### src/rtl/mtb_pkg.sv
// Shared types, constants and the gray conversion function for the mean threshold binarizer.
package mtb_pkg;

  localparam int unsigned MAX_PIXELS = 4194304;
  localparam int unsigned SUM_W      = 30;
  localparam int unsigned CNT_W      = 23;
  localparam int unsigned PIX_W      = 8;
  localparam int unsigned STEP_W     = 3;

  localparam logic [CNT_W-1:0] MAX_CNT = CNT_W'(MAX_PIXELS);

  // register indexes
  localparam logic CFG_OFFSET   = 1'b0;
  localparam logic CFG_POLARITY = 1'b1;

  // item kinds
  localparam logic KIND_ACCUM    = 1'b0;
  localparam logic KIND_CLASSIFY = 1'b1;

  typedef enum logic {
    ST_IDLE,
    ST_DIV
  } state_e;

  typedef struct packed {
    logic             start;
    logic [SUM_W-1:0] dividend;
    logic [CNT_W-1:0] divisor;
  } div_req_t;

  typedef struct packed {
    logic             done;
    logic [PIX_W-1:0] quotient;
  } div_rsp_t;

  // (r+g+b)/3, exact for sums up to 765: x*683 >> 11
  function automatic logic [PIX_W-1:0] gray_of(input logic [PIX_W-1:0] r,
                                               input logic [PIX_W-1:0] g,
                                               input logic [PIX_W-1:0] b);
    logic [9:0]  s;
    logic [18:0] p;
    s = 10'(r) + 10'(g) + 10'(b);
    p = 19'(s) * 19'd683;
    return p[18:11];
  endfunction

endpackage

### src/rtl/mtb_div.sv
// Iterative restoring divider: one quotient bit per cycle, 8-bit quotient.
module mtb_div import mtb_pkg::*; (
  input  logic     clk_i,
  input  logic     rst_ni,
  input  div_req_t req_i,
  output div_rsp_t rsp_o
);

  logic              busy_q, busy_d;
  logic              done_q, done_d;
  logic [STEP_W-1:0] step_q, step_d;
  logic [SUM_W-1:0]  rem_q, rem_d;
  logic [SUM_W-1:0]  dsh_q, dsh_d;
  logic [PIX_W-1:0]  quo_q, quo_d;
  logic              ge;

  assign ge = rem_q >= dsh_q;

  always_comb begin
    busy_d = busy_q;
    done_d = 1'b0;
    step_d = step_q;
    rem_d  = rem_q;
    dsh_d  = dsh_q;
    quo_d  = quo_q;
    if (req_i.start) begin
      busy_d = 1'b1;
      step_d = '0;
      rem_d  = req_i.dividend;
      dsh_d  = SUM_W'({req_i.divisor, {(PIX_W-1){1'b0}}});
      quo_d  = '0;
    end else if (busy_q) begin
      rem_d  = ge ? (rem_q - dsh_q) : rem_q;
      dsh_d  = dsh_q >> 1;
      quo_d  = {quo_q[PIX_W-2:0], ge};
      step_d = step_q + STEP_W'(1);
      if (step_q == '1) begin
        busy_d = 1'b0;
        done_d = 1'b1;
      end
    end
  end

  always_ff @(posedge clk_i or negedge rst_ni) begin
    if (!rst_ni) begin
      busy_q <= 1'b0;
      done_q <= 1'b0;
      step_q <= '0;
    end else begin
      busy_q <= busy_d;
      done_q <= done_d;
      step_q <= step_d;
    end
  end

  always_ff @(posedge clk_i) begin
    rem_q <= rem_d;
    dsh_q <= dsh_d;
    quo_q <= quo_d;
  end

  assign rsp_o.done     = done_q;
  assign rsp_o.quotient = quo_q;

endmodule

### src/rtl/mean_threshold_binarizer_unit.sv
// Global mean threshold binarizer: accumulate pass, mean division, classify pass.
// Accumulate items give no result; classify items give one result each against
// the held frame mean. The first classify item after any accumulate item starts
// the mean division (sum over count) on an iterative divider that yields one
// quotient bit per cycle, so that item holds the input off until the quotient
// is done. An empty frame skips the division and uses a mean of 0. Input is
// taken only while the output register is empty or being emptied in the same
// cycle.
module mean_threshold_binarizer_unit import mtb_pkg::*; (
  input  logic             clk_i,
  input  logic             rst_ni,
  input  logic             cfg_we_i,
  input  logic             cfg_idx_i,
  input  logic [PIX_W-1:0] cfg_wdata_i,
  input  logic             in_valid_i,
  output logic             in_ready_o,
  input  logic             kind_i,
  input  logic             first_i,
  input  logic [PIX_W-1:0] red_i,
  input  logic [PIX_W-1:0] green_i,
  input  logic [PIX_W-1:0] blue_i,
  output logic             out_valid_o,
  input  logic             out_ready_i,
  output logic             white_o,
  output logic [PIX_W-1:0] frame_mean_o
);

  state_e           state_q, state_d;
  logic [SUM_W-1:0] sum_q, sum_d;
  logic [CNT_W-1:0] cnt_q, cnt_d;
  logic [PIX_W-1:0] mean_q, mean_d;
  logic             mean_rdy_q, mean_rdy_d;
  logic [PIX_W-1:0] offset_q;
  logic             dark_q;
  logic [PIX_W-1:0] gray_q, gray_d;
  logic             out_valid_q, out_valid_d;
  logic             white_q, white_d;
  logic [PIX_W-1:0] fmean_q, fmean_d;

  logic             fire;
  logic             need_div;
  logic [PIX_W-1:0] gray_in;
  logic [SUM_W-1:0] base_sum;
  logic [CNT_W-1:0] base_cnt;
  logic             produce;
  logic [PIX_W-1:0] use_mean;
  logic [PIX_W-1:0] use_gray;
  logic [PIX_W-1:0] thr;
  logic             below;
  div_req_t         div_req;
  div_rsp_t         div_rsp;

  assign gray_in  = gray_of(red_i, green_i, blue_i);
  assign fire     = in_valid_i & in_ready_o;
  assign need_div = (kind_i == KIND_CLASSIFY) & ~mean_rdy_q & (cnt_q != '0);

  // next state
  always_comb begin
    state_d = state_q;
    unique case (state_q)
      ST_IDLE: if (fire && need_div) state_d = ST_DIV;
      ST_DIV:  if (div_rsp.done) state_d = ST_IDLE;
      default: state_d = ST_IDLE;
    endcase
  end

  // sequencer outputs
  always_comb begin
    in_ready_o       = 1'b0;
    div_req.start    = 1'b0;
    div_req.dividend = sum_q;
    div_req.divisor  = cnt_q;
    unique case (state_q)
      ST_IDLE: begin
        in_ready_o    = ~out_valid_q | out_ready_i;
        div_req.start = fire & need_div;
      end
      ST_DIV: begin
        in_ready_o    = 1'b0;
      end
      default: begin
        in_ready_o    = 1'b0;
      end
    endcase
  end

  mtb_div u_div (
    .clk_i  (clk_i),
    .rst_ni (rst_ni),
    .req_i  (div_req),
    .rsp_o  (div_rsp)
  );

  // datapath
  always_comb begin
    sum_d      = sum_q;
    cnt_d      = cnt_q;
    mean_d     = mean_q;
    mean_rdy_d = mean_rdy_q;
    gray_d     = gray_q;
    produce    = 1'b0;
    use_mean   = mean_q;
    use_gray   = gray_in;
    base_sum   = first_i ? '0 : sum_q;
    base_cnt   = first_i ? '0 : cnt_q;

    if (fire && kind_i == KIND_ACCUM) begin
      sum_d = base_sum;
      cnt_d = base_cnt;
      if (base_cnt < MAX_CNT) begin
        sum_d = base_sum + SUM_W'(gray_in);
        cnt_d = base_cnt + CNT_W'(1);
      end
      mean_rdy_d = 1'b0;
    end else if (fire) begin
      if (mean_rdy_q) begin
        produce = 1'b1;
      end else if (cnt_q == '0) begin
        mean_d     = '0;
        mean_rdy_d = 1'b1;
        use_mean   = '0;
        produce    = 1'b1;
      end else begin
        gray_d = gray_in;
      end
    end else if (state_q == ST_DIV && div_rsp.done) begin
      mean_d     = div_rsp.quotient;
      mean_rdy_d = 1'b1;
      use_mean   = div_rsp.quotient;
      use_gray   = gray_q;
      produce    = 1'b1;
    end

    thr         = use_mean - offset_q;
    below       = use_gray < thr;
    out_valid_d = (out_valid_q & ~out_ready_i) | produce;
    white_d     = produce ? (dark_q ? below : ~below) : white_q;
    fmean_d     = produce ? use_mean : fmean_q;
  end

  always_ff @(posedge clk_i or negedge rst_ni) begin
    if (!rst_ni) begin
      state_q     <= ST_IDLE;
      sum_q       <= '0;
      cnt_q       <= '0;
      mean_q      <= '0;
      mean_rdy_q  <= 1'b0;
      out_valid_q <= 1'b0;
    end else begin
      state_q     <= state_d;
      sum_q       <= sum_d;
      cnt_q       <= cnt_d;
      mean_q      <= mean_d;
      mean_rdy_q  <= mean_rdy_d;
      out_valid_q <= out_valid_d;
    end
  end

  // configuration registers
  always_ff @(posedge clk_i or negedge rst_ni) begin
    if (!rst_ni) begin
      offset_q <= '0;
      dark_q   <= 1'b1;
    end else if (cfg_we_i) begin
      unique case (cfg_idx_i)
        CFG_OFFSET:   offset_q <= cfg_wdata_i;
        CFG_POLARITY: dark_q   <= cfg_wdata_i[0];
        default:      offset_q <= offset_q;
      endcase
    end
  end

  always_ff @(posedge clk_i) begin
    gray_q  <= gray_d;
    white_q <= white_d;
    fmean_q <= fmean_d;
  end

  assign out_valid_o  = out_valid_q;
  assign white_o      = white_q;
  assign frame_mean_o = fmean_q;

endmodule

### config.mk
export PLATFORM = sky130hd
export DESIGN_NAME = mean_threshold_binarizer_unit
export DESIGN_NICKNAME = d
export VERILOG_FILES = /design/src/rtl/mtb_pkg.sv /design/src/rtl/mtb_div.sv /design/src/rtl/mean_threshold_binarizer_unit.sv
export SDC_FILE = /design/constraint.sdc
export NUM_CORES = 1
export LEC_CHECK = 0
export BUFFER_PORTS_ARGS = -buffer_cell sky130_fd_sc_hd__clkbuf_2
export CORE_UTILIZATION = 63
export DETAILED_ROUTE_END_ITERATION = 10
export PLACE_DENSITY = 0.81
export SLEW_MARGIN = 40
export SYNTH_ARGS = -nofsm -noshare
export SYNTH_HDL_FRONTEND = slang
export SYNTH_HIERARCHICAL = 1
export SYNTH_SLANG_ARGS = --single-unit
### constraint.sdc
create_clock -name clk_i -period 5.58 [get_ports clk_i]
set_input_delay 1.116 -clock clk_i [delete_from_list [all_inputs] [get_ports clk_i]]
set_output_delay 1.116 -clock clk_i [all_outputs]
set_load 0.02 [all_outputs]
==> impl_metrics.json <==
{
  "initial_core_util": 0.649,
  "rsz0062_at_grt": "yes",
  "arrival_ps": 9160,
  "dp_hpwl_mm": 23.8,
  "dp_cells": 1702,
  "grt_overflow": 0,
  "synthArstFlopShare": 0.479,
  "ios": 51,
  "slowest_delay_ps": 520,
  "setup_slack_ps": -3260,
  "clock_path_buffers": 2,
  "worstSetupPathType": "in -> reg",
  "via_count": 11325,
  "worst-path-buf-inv": 10,
  "yosysWarnings": 6,
  "synth_area_um2": 12300,
  "tns_ps": -101390,
  "rr_startpoint": "cnt_q[1]$_DFFE_PN0P_",
  "finalSetupViolCount": 39,
  "path_delay_family": "adder cells",
  "cp.depth": 40,
  "startpoint": "green_i[1]",
  "dieArea_um2": 20000,
  "hold_buffers": 0,
  "final_core_util": 0.798,
  "cts.sinks": 163,
  "ys_top_cells_by_area": "edfxtp_1 (17%), dfrtp_1 (16%), ha_1 (12%), nand2_1 (5.5%), fa_1 (5.2%)",
  "cts_root_buf": "clkbuf_16",
  "ys.flop_type": "dfrtp_1",
  "antenna_left": 0,
  "fmax_mhz": 113,
  "io_buffers": 50,
  "path_max_fanout": 3,
  "final_max_slew_viol_count": 0,
  "reg2reg_depth": 21,
  "finalHoldViolCount": 0,
  "whs_path_depth": 2,
  "syn_inst": 1331,
  "yosysSeqAreaShare": 0.355,
  "max_cap_violations": 0,
  "cp-start-kind": "primary input",
  "synthMuxAreaShare": 0.0208,
  "crit_slowest_cell": "fa_1",
  "clk_pin_slew_worst_paths_ps": 60,
  "ys_seq_elements": 163,
  "synth_top_area_cell": "edfxtp_1",
  "critical_path_required_ps": 5890,
  "synth_top_area_frac": 0.171,
  "layout-drive-gt1-share": 0.241,
  "place.gp.congestion": 0.929,
  "synth_fa_ha_area_frac": 0.172,
  "syn-mean-instance-area_um2": 9.22,
  "coreArea_um2": 18900,
  "synth-edff-count": 70,
  "rows": 50,
  "tritoncts": "yes",
  "first_global_vias": 10825,
  "min-delay-start": "u_div/dsh_q[0]$_SDFFE_PP0P_",
  "viasPerCell": 6.41,
  "finalClockSkew_ps": 11.1,
  "hp-class": "reg -> reg",
  "synth_cell_type_count": 96,
  "worst_pin_slew_ps": 824,
  "wl_mm": 36.6,
  "post-route-period-util": 1.58,
  "final.min_clock_period_ps": 8840,
  "max-slew-margin-rel": 0.450,
  "dpl-instance-area_um2": 13600,
  "drc": 0,
  "fillers": 1117,
  "synth_compound_area_frac": 0.169,
  "grt_antenna_before_repair": 2,
  "cts_made_buffers": 17,
  "h-tree-depth": 4,
  "clock_latency_ps": 430,
  "first_pass_iters": 5,
  "nets": 1679,
  "status": "finished, violations left",
  "grt_max_degree": 79,
  "crit_path_end_kind": "flip-flop",
  "fin_area_um2": 15100,
  "gr-usage-all-layers": 0.352,
  "routedWlPerCell_um": 20.7,
  "synthXorXnorAreaFrac": 0.0558,
  "syn_nets": 1519,
  "chipHeight_um": 142,
  "grt_pass1_wl_mm": 54.9,
  "drt_iter0_drc": 1259,
  "stdcell_count": 1766,
  "worst_path_most_repeated_cell": "inv_2",
  "area_growth_pct": 22.9,
  "synth_simple_gate_area_share": 0.174,
  "violations": "negative setup slack",
  "die-width_um": 142,
  "synth_top_family_by_area": "simple AND/OR/NAND/NOR gates"
}
-- worst register-to-register path: cells and delay by family, from the launching register on --
kind,cells,cell delay [ps]
flip-flops,1,480
AND/OR/NAND/NOR,5,1030
AO/OA/AOI/OAI,9,1460
XOR/XNOR,2,370
buffers and inverters,2,290
adder cells (fa/ha/maj),3,940
-- Yosys cell counts (all sizes together), types with 5 or more instances --
master  instances
nor3           24
o21ai          68
nor2b          22
dfxtp          15
edfxtp         70
nand2         180
fa             32
or2             5
o31ai          30
nand3          32
xor2           31
o21a            8
clkbuf         35
and3           15
ha            116
inv           120
a211oi          8
xnor2          42
nand2b         12
nor2           89
a22o            7
dfrtp          77
mux2i          21
a21o           23
nor4           11
o211ai         11
nand4          21
and4            5
o21bai          9
o311ai          5
a31oi          19
or4             5
a21oi          74
nor3b           5
and2            8
buf            13
-- what timing repair did --
item	in CTS	in global routing
gates resized for setup	67	39
setup buffers	27	14
pin swaps	87	53
setup endpoints to repair	39	39
-- final timing paths --
kind                                               end  slack [ps]
setup / recovery                 sum_q[12]$_DFFE_PN0P_       -3260
hold / removal             u_div/dsh_q[0]$_SDFFE_PP0P_         520
setup reg to reg                     white_o$_DFFE_PP_         750
max in group asynchronous       u_div/busy_q$_DFF_PN0_        4340
min in group asynchronous        cnt_q[18]$_DFFE_PN0P_         700
hold reg to reg            u_div/dsh_q[0]$_SDFFE_PP0P_         520
-- cell type report --
class                      instances  area [um2]  area share
antenna                            2        5.00    0.000332
sequential                       163        4360       0.289
clock inverter                    11        97.6     0.00647
timing repair buffer             189        1380      0.0912
clock buffer                      21         493      0.0327
inverter                         120         460      0.0305
multi-input combinational       1000        7970       0.528
tap                              260         325      0.0216
-- per-stage QoR --
| stage | setup WS [ps] | hold slack (ps) |
|---|---|---|
| after floorplan | -3140 | 453 |
| after global routing | -3420 | 536 |
| after detailed placement | -3450 | 488 |
| after global placement | -3220 | 485 |
| after CTS | -2890 | 521 |
| final | -3260 | 518 |
-- per-layer routing --
layer,part of all wire,vias up,global-route usage
met5,0,-,0
met4,0.036,0,0.110
met3,0.097,130,0.0837
met2,0.47,684,0.567
met1,0.39,5442,0.471
li1,-,5069,-
-- kinds of logic (layout without fill, tap and decap cells) --
| family | count (synthesis) | after routing |
|---|---|---|
| DFF | 163 | 163 |
| adders and majority gates | 150 | 150 |
| other | 0 | 2 |
| muxes | 25 | 25 |
| AOI/OAI and AO/OA | 303 | 303 |
| buffers and inverters | 168 | 341 |
| xor gates and xnor gates | 75 | 75 |
| and+or+nand+nor | 447 | 447 |
-- state kept, by name (all words and copies together) (netlist names) --
signal,cells
cnt_q,23
dark_q,1
frame_mean_o,8
gray_q,8
mean_q,8
mean_rdy_q,1
offset_q,8
out_valid_o,1
state_q,1
sum_q,30
u_div/busy_q,1
u_div/done_q,1
u_div/dsh_q,30
u_div/quo_q,8
u_div/rem_q,30
u_div/step_q,3
white_o,1
-- layout by cell type, fill, tap and decap left out, types with 21 or more instances in the layout --
| master | netlist | final |
|---|---|---|
| inv_1 | 119 | 109 |
| xor2_1 | 31 | 28 |
| nor2_1 | 88 | 83 |
| a21oi_1 | 70 | 55 |
| o21ai_0 | 52 | 48 |
| ha_1 | 116 | 97 |
| buf_4 | 3 | 124 |
| o31ai_1 | 28 | 26 |
| xnor2_1 | 42 | 31 |
| mux2i_1 | 21 | 21 |
| nand2_1 | 180 | 176 |
| a21o_1 | 23 | 23 |
| edfxtp_1 | 70 | 70 |
| fa_1 | 32 | 28 |
| clkbuf_2 | 0 | 48 |
| nand4_1 | 21 | 21 |
| nand3_1 | 31 | 28 |
| dfrtp_1 | 77 | 77 |
Power is left out: the tool's default activity adds up to more than one toggle a clock period on the data nets, which glitch-free logic cannot reach.
